<file path="src/design/fpc_pkg.sv">
// Shared constants, types and the CRC-8 byte update for the framed packet checker.
package fpc_pkg;

  localparam int unsigned BYTE_W    = 8;
  localparam int unsigned LEN_W     = 16;
  localparam int unsigned POS_W     = 17;
  localparam int unsigned STATUS_W  = 3;
  localparam int unsigned CFG_IDX_W = 1;

  // Byte positions inside a frame header
  localparam logic [POS_W-1:0] POS_SYNC_FIRST  = 17'd0;
  localparam logic [POS_W-1:0] POS_SYNC_SECOND = 17'd1;
  localparam logic [POS_W-1:0] POS_LEN_LOW     = 17'd2;
  localparam logic [POS_W-1:0] POS_LEN_HIGH    = 17'd3;
  localparam logic [POS_W-1:0] POS_MSG_ID      = 17'd4;
  localparam logic [POS_W-1:0] POS_CHECKSUM    = 17'd5;
  localparam logic [POS_W-1:0] HEADER_BYTES    = 17'd6;
  localparam logic [POS_W-1:0] POS_MAX         = {POS_W{1'b1}};

  localparam logic [BYTE_W-1:0] CRC_POLY = 8'h07;
  localparam logic [BYTE_W-1:0] CRC_INIT = 8'h00;

  // Check status codes
  localparam logic [STATUS_W-1:0] ST_OK   = 3'd0;
  localparam logic [STATUS_W-1:0] ST_SYNC = 3'd1;
  localparam logic [STATUS_W-1:0] ST_ID   = 3'd2;
  localparam logic [STATUS_W-1:0] ST_SIZE = 3'd3;
  localparam logic [STATUS_W-1:0] ST_CRC  = 3'd4;

  // Configuration register indexes
  localparam logic [CFG_IDX_W-1:0] CFG_SYNC_FIRST  = 1'b0;
  localparam logic [CFG_IDX_W-1:0] CFG_SYNC_SECOND = 1'b1;

  typedef struct packed {
    logic [STATUS_W-1:0] status;
    logic [BYTE_W-1:0]   id;
    logic [LEN_W-1:0]    length;
  } result_t;

  // CRC-8, MSB first, one byte per call
  function automatic logic [BYTE_W-1:0] crc8_update(input logic [BYTE_W-1:0] crc,
                                                    input logic [BYTE_W-1:0] data);
    logic [BYTE_W-1:0] c;
    c = crc ^ data;
    for (int i = 0; i < BYTE_W; i++) begin
      if (c[BYTE_W-1]) begin
        c = {c[BYTE_W-2:0], 1'b0} ^ CRC_POLY;
      end else begin
        c = {c[BYTE_W-2:0], 1'b0};
      end
    end
    return c;
  endfunction

endpackage

</file>
<file path="src/design/fpc_frame.sv">
// Per-frame state: byte counter, running CRC, header capture and status evaluation.
module fpc_frame (
  input  logic                           clk,
  input  logic                           rst,
  input  logic                           step,
  input  logic [fpc_pkg::BYTE_W-1:0]     frame_byte,
  input  logic                           frame_end,
  input  logic [fpc_pkg::BYTE_W-1:0]     sync_first,
  input  logic [fpc_pkg::BYTE_W-1:0]     sync_second,
  output fpc_pkg::result_t               result
);
  import fpc_pkg::*;

  logic [POS_W-1:0]  byte_position, byte_position_next;
  logic [BYTE_W-1:0] running_crc, running_crc_next;
  logic              sync_bad, sync_bad_next;
  logic [LEN_W-1:0]  held_length, held_length_next;
  logic [BYTE_W-1:0] held_id, held_id_next;
  logic [BYTE_W-1:0] held_checksum, held_checksum_next;
  logic [POS_W-1:0]  expected_total;

  // Fold the current byte into the frame state
  always_comb begin
    running_crc_next   = running_crc;
    sync_bad_next      = sync_bad;
    held_length_next   = held_length;
    held_id_next       = held_id;
    held_checksum_next = held_checksum;
    unique case (byte_position)
      POS_SYNC_FIRST: begin
        if (frame_byte != sync_first) sync_bad_next = 1'b1;
      end
      POS_SYNC_SECOND: begin
        if (frame_byte != sync_second) sync_bad_next = 1'b1;
      end
      POS_LEN_LOW: begin
        held_length_next = {held_length[LEN_W-1:BYTE_W], frame_byte};
        running_crc_next = crc8_update(running_crc, frame_byte);
      end
      POS_LEN_HIGH: begin
        held_length_next = {frame_byte, held_length[BYTE_W-1:0]};
        running_crc_next = crc8_update(running_crc, frame_byte);
      end
      POS_MSG_ID: begin
        held_id_next     = frame_byte;
        running_crc_next = crc8_update(running_crc, frame_byte);
      end
      POS_CHECKSUM: begin
        held_checksum_next = frame_byte;
      end
      default: begin
        running_crc_next = crc8_update(running_crc, frame_byte);
      end
    endcase
    byte_position_next = (byte_position != POS_MAX) ? byte_position + 1'b1 : byte_position;
  end

  // Evaluate the status in priority order; length + 6 does not wrap at 17 bits
  assign expected_total = {1'b0, held_length_next} + HEADER_BYTES;

  always_comb begin
    if (byte_position_next < HEADER_BYTES) begin
      result.status = ST_SIZE;
      result.id     = '0;
      result.length = '0;
    end else begin
      if (sync_bad_next) begin
        result.status = ST_SYNC;
      end else if (held_id_next == '0) begin
        result.status = ST_ID;
      end else if (byte_position_next != expected_total) begin
        result.status = ST_SIZE;
      end else if (running_crc_next != held_checksum_next) begin
        result.status = ST_CRC;
      end else begin
        result.status = ST_OK;
      end
      result.id     = held_id_next;
      result.length = held_length_next;
    end
  end

  // Advance on each processed byte, clear at frame end
  always_ff @(posedge clk) begin
    if (rst || (step && frame_end)) begin
      byte_position <= '0;
      running_crc   <= CRC_INIT;
      sync_bad      <= 1'b0;
      held_length   <= '0;
      held_id       <= '0;
      held_checksum <= '0;
    end else if (step) begin
      byte_position <= byte_position_next;
      running_crc   <= running_crc_next;
      sync_bad      <= sync_bad_next;
      held_length   <= held_length_next;
      held_id       <= held_id_next;
      held_checksum <= held_checksum_next;
    end
  end

endmodule

</file>
<file path="src/design/fpc_result_reg.sv">
// Output register holding one checked-frame result until downstream takes it.
module fpc_result_reg (
  input  logic              clk,
  input  logic              rst,
  input  logic              load,
  input  fpc_pkg::result_t  result_in,
  input  logic              out_stall,
  output logic              out_valid,
  output fpc_pkg::result_t  result_out
);
  import fpc_pkg::*;

  logic valid_next;

  // Set on load, drop once the transaction completes
  always_comb begin
    if (load) begin
      valid_next = 1'b1;
    end else if (out_valid && !out_stall) begin
      valid_next = 1'b0;
    end else begin
      valid_next = out_valid;
    end
  end

  always_ff @(posedge clk) begin
    if (rst) begin
      out_valid <= 1'b0;
    end else begin
      out_valid <= valid_next;
    end
  end

  // Hold payload while stalled
  always_ff @(posedge clk) begin
    if (load) begin
      result_out <= result_in;
    end
  end

endmodule

</file>
<file path="src/design/framed_packet_checker_core.sv">
// Top level of the framed packet checker: input register, frame logic, result register.
//
//  Channel | Handshake          | Payload
//  --------+--------------------+-----------------------------------------------
//  in      | in_valid/in_stall  | frame_byte, frame_end
//  out     | out_valid/out_stall| check_status, message_id, payload_length
//  cfg     | cfg_we             | cfg_index, cfg_data
//
// One byte per cycle while in_stall is low: each byte waits in the input register, where the
// frame state and the CRC-8 byte update take it; a frame-end byte's result is loaded into
// the output register on the edge at which that byte leaves the input register.
// Synchronous reset clears the frame state, sync registers and both valid flags.
// in_stall rises only when a frame-end byte waits in the input register behind an
// undelivered result; non-final bytes keep flowing under out_stall.
module framed_packet_checker_core (
  input  logic                           clk,
  input  logic                           rst,
  input  logic                           in_valid,
  output logic                           in_stall,
  input  logic [fpc_pkg::BYTE_W-1:0]     frame_byte,
  input  logic                           frame_end,
  output logic                           out_valid,
  input  logic                           out_stall,
  output logic [fpc_pkg::STATUS_W-1:0]   check_status,
  output logic [fpc_pkg::BYTE_W-1:0]     message_id,
  output logic [fpc_pkg::LEN_W-1:0]      payload_length,
  input  logic                           cfg_we,
  input  logic [fpc_pkg::CFG_IDX_W-1:0]  cfg_index,
  input  logic [fpc_pkg::BYTE_W-1:0]     cfg_data
);
  import fpc_pkg::*;

  logic [BYTE_W-1:0] sync_first;
  logic [BYTE_W-1:0] sync_second;
  logic              s1_valid;
  logic [BYTE_W-1:0] s1_byte;
  logic              s1_end;
  logic              s1_advance;
  logic              in_accept;
  result_t           frame_result;
  result_t           held_result;

  // Configuration writes
  always_ff @(posedge clk) begin
    if (rst) begin
      sync_first  <= '0;
      sync_second <= '0;
    end else if (cfg_we) begin
      unique case (cfg_index)
        CFG_SYNC_FIRST:  sync_first  <= cfg_data;
        CFG_SYNC_SECOND: sync_second <= cfg_data;
        default: ;
      endcase
    end
  end

  // Input register moves on unless a result has nowhere to go
  assign s1_advance = s1_valid && (!s1_end || !out_valid || !out_stall);
  assign in_stall   = s1_valid && !s1_advance;
  assign in_accept  = in_valid && !in_stall;

  always_ff @(posedge clk) begin
    if (rst) begin
      s1_valid <= 1'b0;
    end else if (in_accept) begin
      s1_valid <= 1'b1;
    end else if (s1_advance) begin
      s1_valid <= 1'b0;
    end
  end

  always_ff @(posedge clk) begin
    if (in_accept) begin
      s1_byte <= frame_byte;
      s1_end  <= frame_end;
    end
  end

  fpc_frame u_frame (
    .clk         (clk),
    .rst         (rst),
    .step        (s1_advance),
    .frame_byte  (s1_byte),
    .frame_end   (s1_end),
    .sync_first  (sync_first),
    .sync_second (sync_second),
    .result      (frame_result)
  );

  fpc_result_reg u_result (
    .clk        (clk),
    .rst        (rst),
    .load       (s1_advance && s1_end),
    .result_in  (frame_result),
    .out_stall  (out_stall),
    .out_valid  (out_valid),
    .result_out (held_result)
  );

  assign check_status   = held_result.status;
  assign message_id     = held_result.id;
  assign payload_length = held_result.length;

endmodule

</file>
<file path="config.mk">
export PLATFORM = sky130hd
export DESIGN_NAME = framed_packet_checker_core
export DESIGN_NICKNAME = d
export VERILOG_FILES = /design/src/design/fpc_pkg.sv /design/src/design/fpc_frame.sv /design/src/design/fpc_result_reg.sv /design/src/design/framed_packet_checker_core.sv
export SDC_FILE = /design/constraint.sdc
export NUM_CORES = 1
export LEC_CHECK = 0
export BUFFER_PORTS_ARGS = -buffer_cell sky130_fd_sc_hd__buf_4
export CORE_ASPECT_RATIO = 1.25
export CORE_UTILIZATION = 55
export CTS_BUF_LIST = sky130_fd_sc_hd__clkbuf_8
export DETAILED_ROUTE_END_ITERATION = 7
export PLACE_DENSITY_LB_ADDON = 0.1
export SLEW_MARGIN = 20
export SYNTH_ARGS = -nofsm -noshare
export SYNTH_HDL_FRONTEND = slang
export SYNTH_HIERARCHICAL = 1
export SYNTH_SLANG_ARGS = --single-unit
</file>
<file path="constraint.sdc">
create_clock -name clk -period 4.6 [get_ports clk]
set_input_delay 0.46 -clock clk [delete_from_list [all_inputs] [get_ports clk]]
set_output_delay 0.46 -clock clk [all_outputs]
set_load 0.01 [all_outputs]
</file>
==> qor.csv <==
metric,value,unit
startpoint_type,flop,
fin_skew,17.0,ps
start_util,57.1,%
cp_cell_sequence,"inv_1, ha_1, or4b_2, nor4_4, a22oi_1, ha_1, a21oi_1, nand4_2, xnor2_1, o2111ai_1, or4_1, or3_1, a21o_1",
cts.sinks,112,
syn-num-nets,817,
clockBufferDepth,2,
grt_pass1_vias,5624,
vias,5901,
place_congestion,0.955,
place_ws,319,ps
startpoint,u_frame/byte_position[0],
cts_buffers,9,
crit_slowest_cell,or4b_2,
cts_root_buf,clkbuf_8,
grt_max_degree,59,
slew_violations,0,
max_cap_viol_count,0,
synth_ff_type,dfxtp_1,
tightest_slew,743,ps
drt_iter0_drc,385,
hpwlAfterDp,12800,um
first_pass_iters,5,
syn_area_per_cell,8.48,um^2
fin_setup_tns,0,ps
nNetsFinal,842,
clkLatencyLatePin,400,ps
fp.coreArea,0.0117,mm^2
n_antenna_cell,0,
finalWirelength,17800,um
finalSetupViolCount,0,
wl_per_cell,18.2,um
status,"complete, no violations",
drive_above_1_share,14.3,%
finalCriticalPeriod,4320,ps
crit_type,reg2reg,
yosys_warnings,6,
hp-class,in2reg,
synthArstFlopShare,0,%
rsz0062_at_grt,false,
r2r-end,u_result/result_out[25],
cp.required,4750,ps
ant_nets,0,
synth_cell_types,71,
synthCells,789,
overflow,0,
reg2reg_setup_slack,280,ps
die_x,101,um
fp-row-count,44,
antenna_found_initial,0,
p_per_area,262,mW/mm^2
fin_ws,280,ps
path_clk_slew,120,ps
ys_ff_latch,112,
portBuffers,51,
hold_viol,0,
syn-cell-area,0.00669,mm^2
die-area,0.0126,mm^2
cts_max_level,3,
fin_crit_sh,93.9,%
grt_pass1_wl,28400,um
synth_edf_count,36,
postCtsSetupBuffers,0,
leakagePower,2.61,nW
fp.dieH,125,um
max_stage_delay,720,ps
via_per_inst,6.02,
area_delta_synth_final,10.2,%
slew-limit-headroom,50.0,%
drc_errors,0,
cp.arrival,4470,ps
grt_use_total,29.3,%
worst_path_most_repeated_cell,ha_1,
cts_tree,built,
crit_path_end_kind,flop,
seq_area_frac_synth,38.9,%
worst-path-max-fanout,5,
max_freq,0.231,GHz
reg2reg_from,u_frame/byte_position[0],
io_pins,52,
ir_drop,255,uV
reg2reg_depth,13,
endpoint,u_result/result_out[25],
fillCellCount,1024,
## cell families (layout without fill, tap and decap cells)
group	Yosys count	in the layout	synth area share, %
xor+xnor	79	79	11.0
simple gates	342	342	25.2
flops	112	112	38.9
fa+ha+maj	5	5	0.935
compound gates	157	157	15.2
buf+inv	70	100	5.20
mux	24	24	3.59
## sequential cells by signal (all words and copies together) (netlist names), 8 cells and up
| name | flops |
|---|---|
| sync_first | 8 |
| u_frame/held_id | 8 |
| u_frame/byte_position | 17 |
| u_frame/running_crc | 8 |
| u_frame/held_checksum | 8 |
| s1_byte | 8 |
| u_result/result_out | 27 |
| u_frame/held_length | 16 |
| sync_second | 8 |
## final cells by class
cell class	count	area [um^2]	share of cell area, %
sequential	112	2600	35.3
inverter	11	41.3	0.560
clock buffer	9	124	1.68
multi-input combinational	607	3790	51.3
tap	161	201	2.73
timing repair buffer	73	548	7.43
clock inverter	7	73.8	1.00
## worst min path at each step
stage | from | endpoint | slack (ps) | cells after the start
floorplan | u_frame/held_length[6] | u_frame/held_length[6] | 430 | 2
global placement | u_frame/held_checksum[5] | u_frame/held_checksum[5] | 440 | 2
detailed placement | u_frame/held_checksum[7] | u_frame/held_checksum[7] | 440 | 2
CTS | frame_byte[4] | s1_byte[4] | 220 | 1
global route | frame_end | s1_end | 220 | 1
finish | frame_byte[5] | s1_byte[5] | 240 | 1
## Yosys cell counts, types with 3 or more instances
| cell | n | share of area (%) |
|---|---|---|
| inv_1 | 11 | 0.62 |
| nand3_1 | 43 | 3.2 |
| mux2i_1 | 24 | 3.6 |
| xor2_1 | 21 | 2.7 |
| buf_2 | 10 | 0.75 |
| clkbuf_1 | 37 | 2.1 |
| a31oi_1 | 7 | 0.65 |
| nor2_1 | 88 | 4.9 |
| ha_1 | 5 | 0.93 |
| nor2b_1 | 4 | 0.37 |
| buf_4 | 3 | 0.34 |
| nand2_1 | 107 | 6.0 |
| nor4b_1 | 3 | 0.39 |
| and2_1 | 8 | 0.75 |
| xnor2_1 | 55 | 7.2 |
| buf_6 | 6 | 1.0 |
| nand2b_1 | 4 | 0.37 |
| nand4_1 | 14 | 1.3 |
| nor4_1 | 17 | 1.6 |
| or3_1 | 5 | 0.47 |
| a21oi_1 | 70 | 5.2 |
| a211oi_1 | 12 | 1.3 |
| nor4_4 | 3 | 0.95 |
| and3_1 | 10 | 0.93 |
| o21ai_0 | 17 | 1.3 |
| a31o_2 | 3 | 0.39 |
| or4_1 | 4 | 0.45 |
| dfxtp_1 | 76 | 23 |
| a22oi_1 | 8 | 0.90 |
| a21o_1 | 3 | 0.34 |
| o21a_1 | 3 | 0.34 |
| o31ai_1 | 4 | 0.45 |
| edfxtp_1 | 36 | 16 |
| nor3_1 | 19 | 1.4 |
## report_power, final
part	switching [mW]	total (mW)	internal, mW
sequential	0.0290	1.07	1.04
combinational	0.152	0.261	0.109
clock	0.384	0.600	0.217
## cells in the final DEF, fill, tap and decap left out, types with 4 or more instances in the layout
| master | netlist | routed |
|---|---|---|
| dfxtp_1 | 76 | 76 |
| a22oi_1 | 8 | 8 |
| mux2i_1 | 24 | 24 |
| nand2_1 | 107 | 107 |
| nand4_1 | 14 | 14 |
| clkbuf_8 | 0 | 9 |
| nand3_1 | 43 | 43 |
| and2_1 | 8 | 8 |
| edfxtp_1 | 36 | 36 |
| ha_1 | 5 | 5 |
| buf_4 | 3 | 73 |
| o31ai_1 | 4 | 4 |
| a21oi_1 | 70 | 69 |
| nor4_1 | 17 | 15 |
| inv_1 | 11 | 11 |
| o21ai_0 | 17 | 17 |
| xnor2_1 | 55 | 55 |
| nor2b_1 | 4 | 4 |
| a211oi_1 | 12 | 12 |
| a31oi_1 | 7 | 6 |
| xor2_1 | 21 | 21 |
| nor3_1 | 19 | 19 |
| nand2b_1 | 4 | 4 |
| or4_1 | 4 | 4 |
| or3_1 | 5 | 5 |
| and3_1 | 10 | 10 |
| nor2_1 | 88 | 88 |
## metrics by stage
| step | std cells | power [mW] | area, um^2 | hold slack, ps | utilization (%) |
|---|---|---|---|---|---|
| after floorplan | 789 | 1.27 | 6690 | 431 | - |
| after global routing | 980 | 2.02 | 7380 | 219 | 62.9 |
| after CTS | 980 | 1.95 | 7360 | 216 | 62.8 |
| final | 980 | 1.93 | 7380 | 237 | 62.9 |
| after global placement | 964 | 1.35 | 7170 | 438 | 61.1 |
| after detailed placement | 964 | 1.35 | 7170 | 445 | 61.1 |
## layer usage
metal  vias to the layer above  wire, um  share of wire (%)  global-route usage [%]
met2                       234      8770                 49                    48.7
met1                      2772      7200                 40                    35.6
met4                         0       862                4.8                    17.5
met5                         -         0                  0                       0
li1                       2843         -                  -                       -
met3                        52      1020                5.7                    4.36
## worst max-delay path, delay by kind of cell (launching register included)
| family | cells | cell delay [ps] |
|---|---|---|
| buffers and inverters | 1 | 150 |
| flip-flops | 1 | 380 |
| AO/OA/AOI/OAI | 4 | 860 |
| AND/OR/NAND/NOR | 5 | 2080 |
| adder cells (fa/ha/maj) | 2 | 430 |
| XOR/XNOR | 1 | 180 |
## repair_timing
item	in CTS	in global routing
gates resized for setup	0	1
hold buffers	0	0
endpoints found under the setup margin	0	1
No activity file was read; power rests on OpenSTA's default activity.
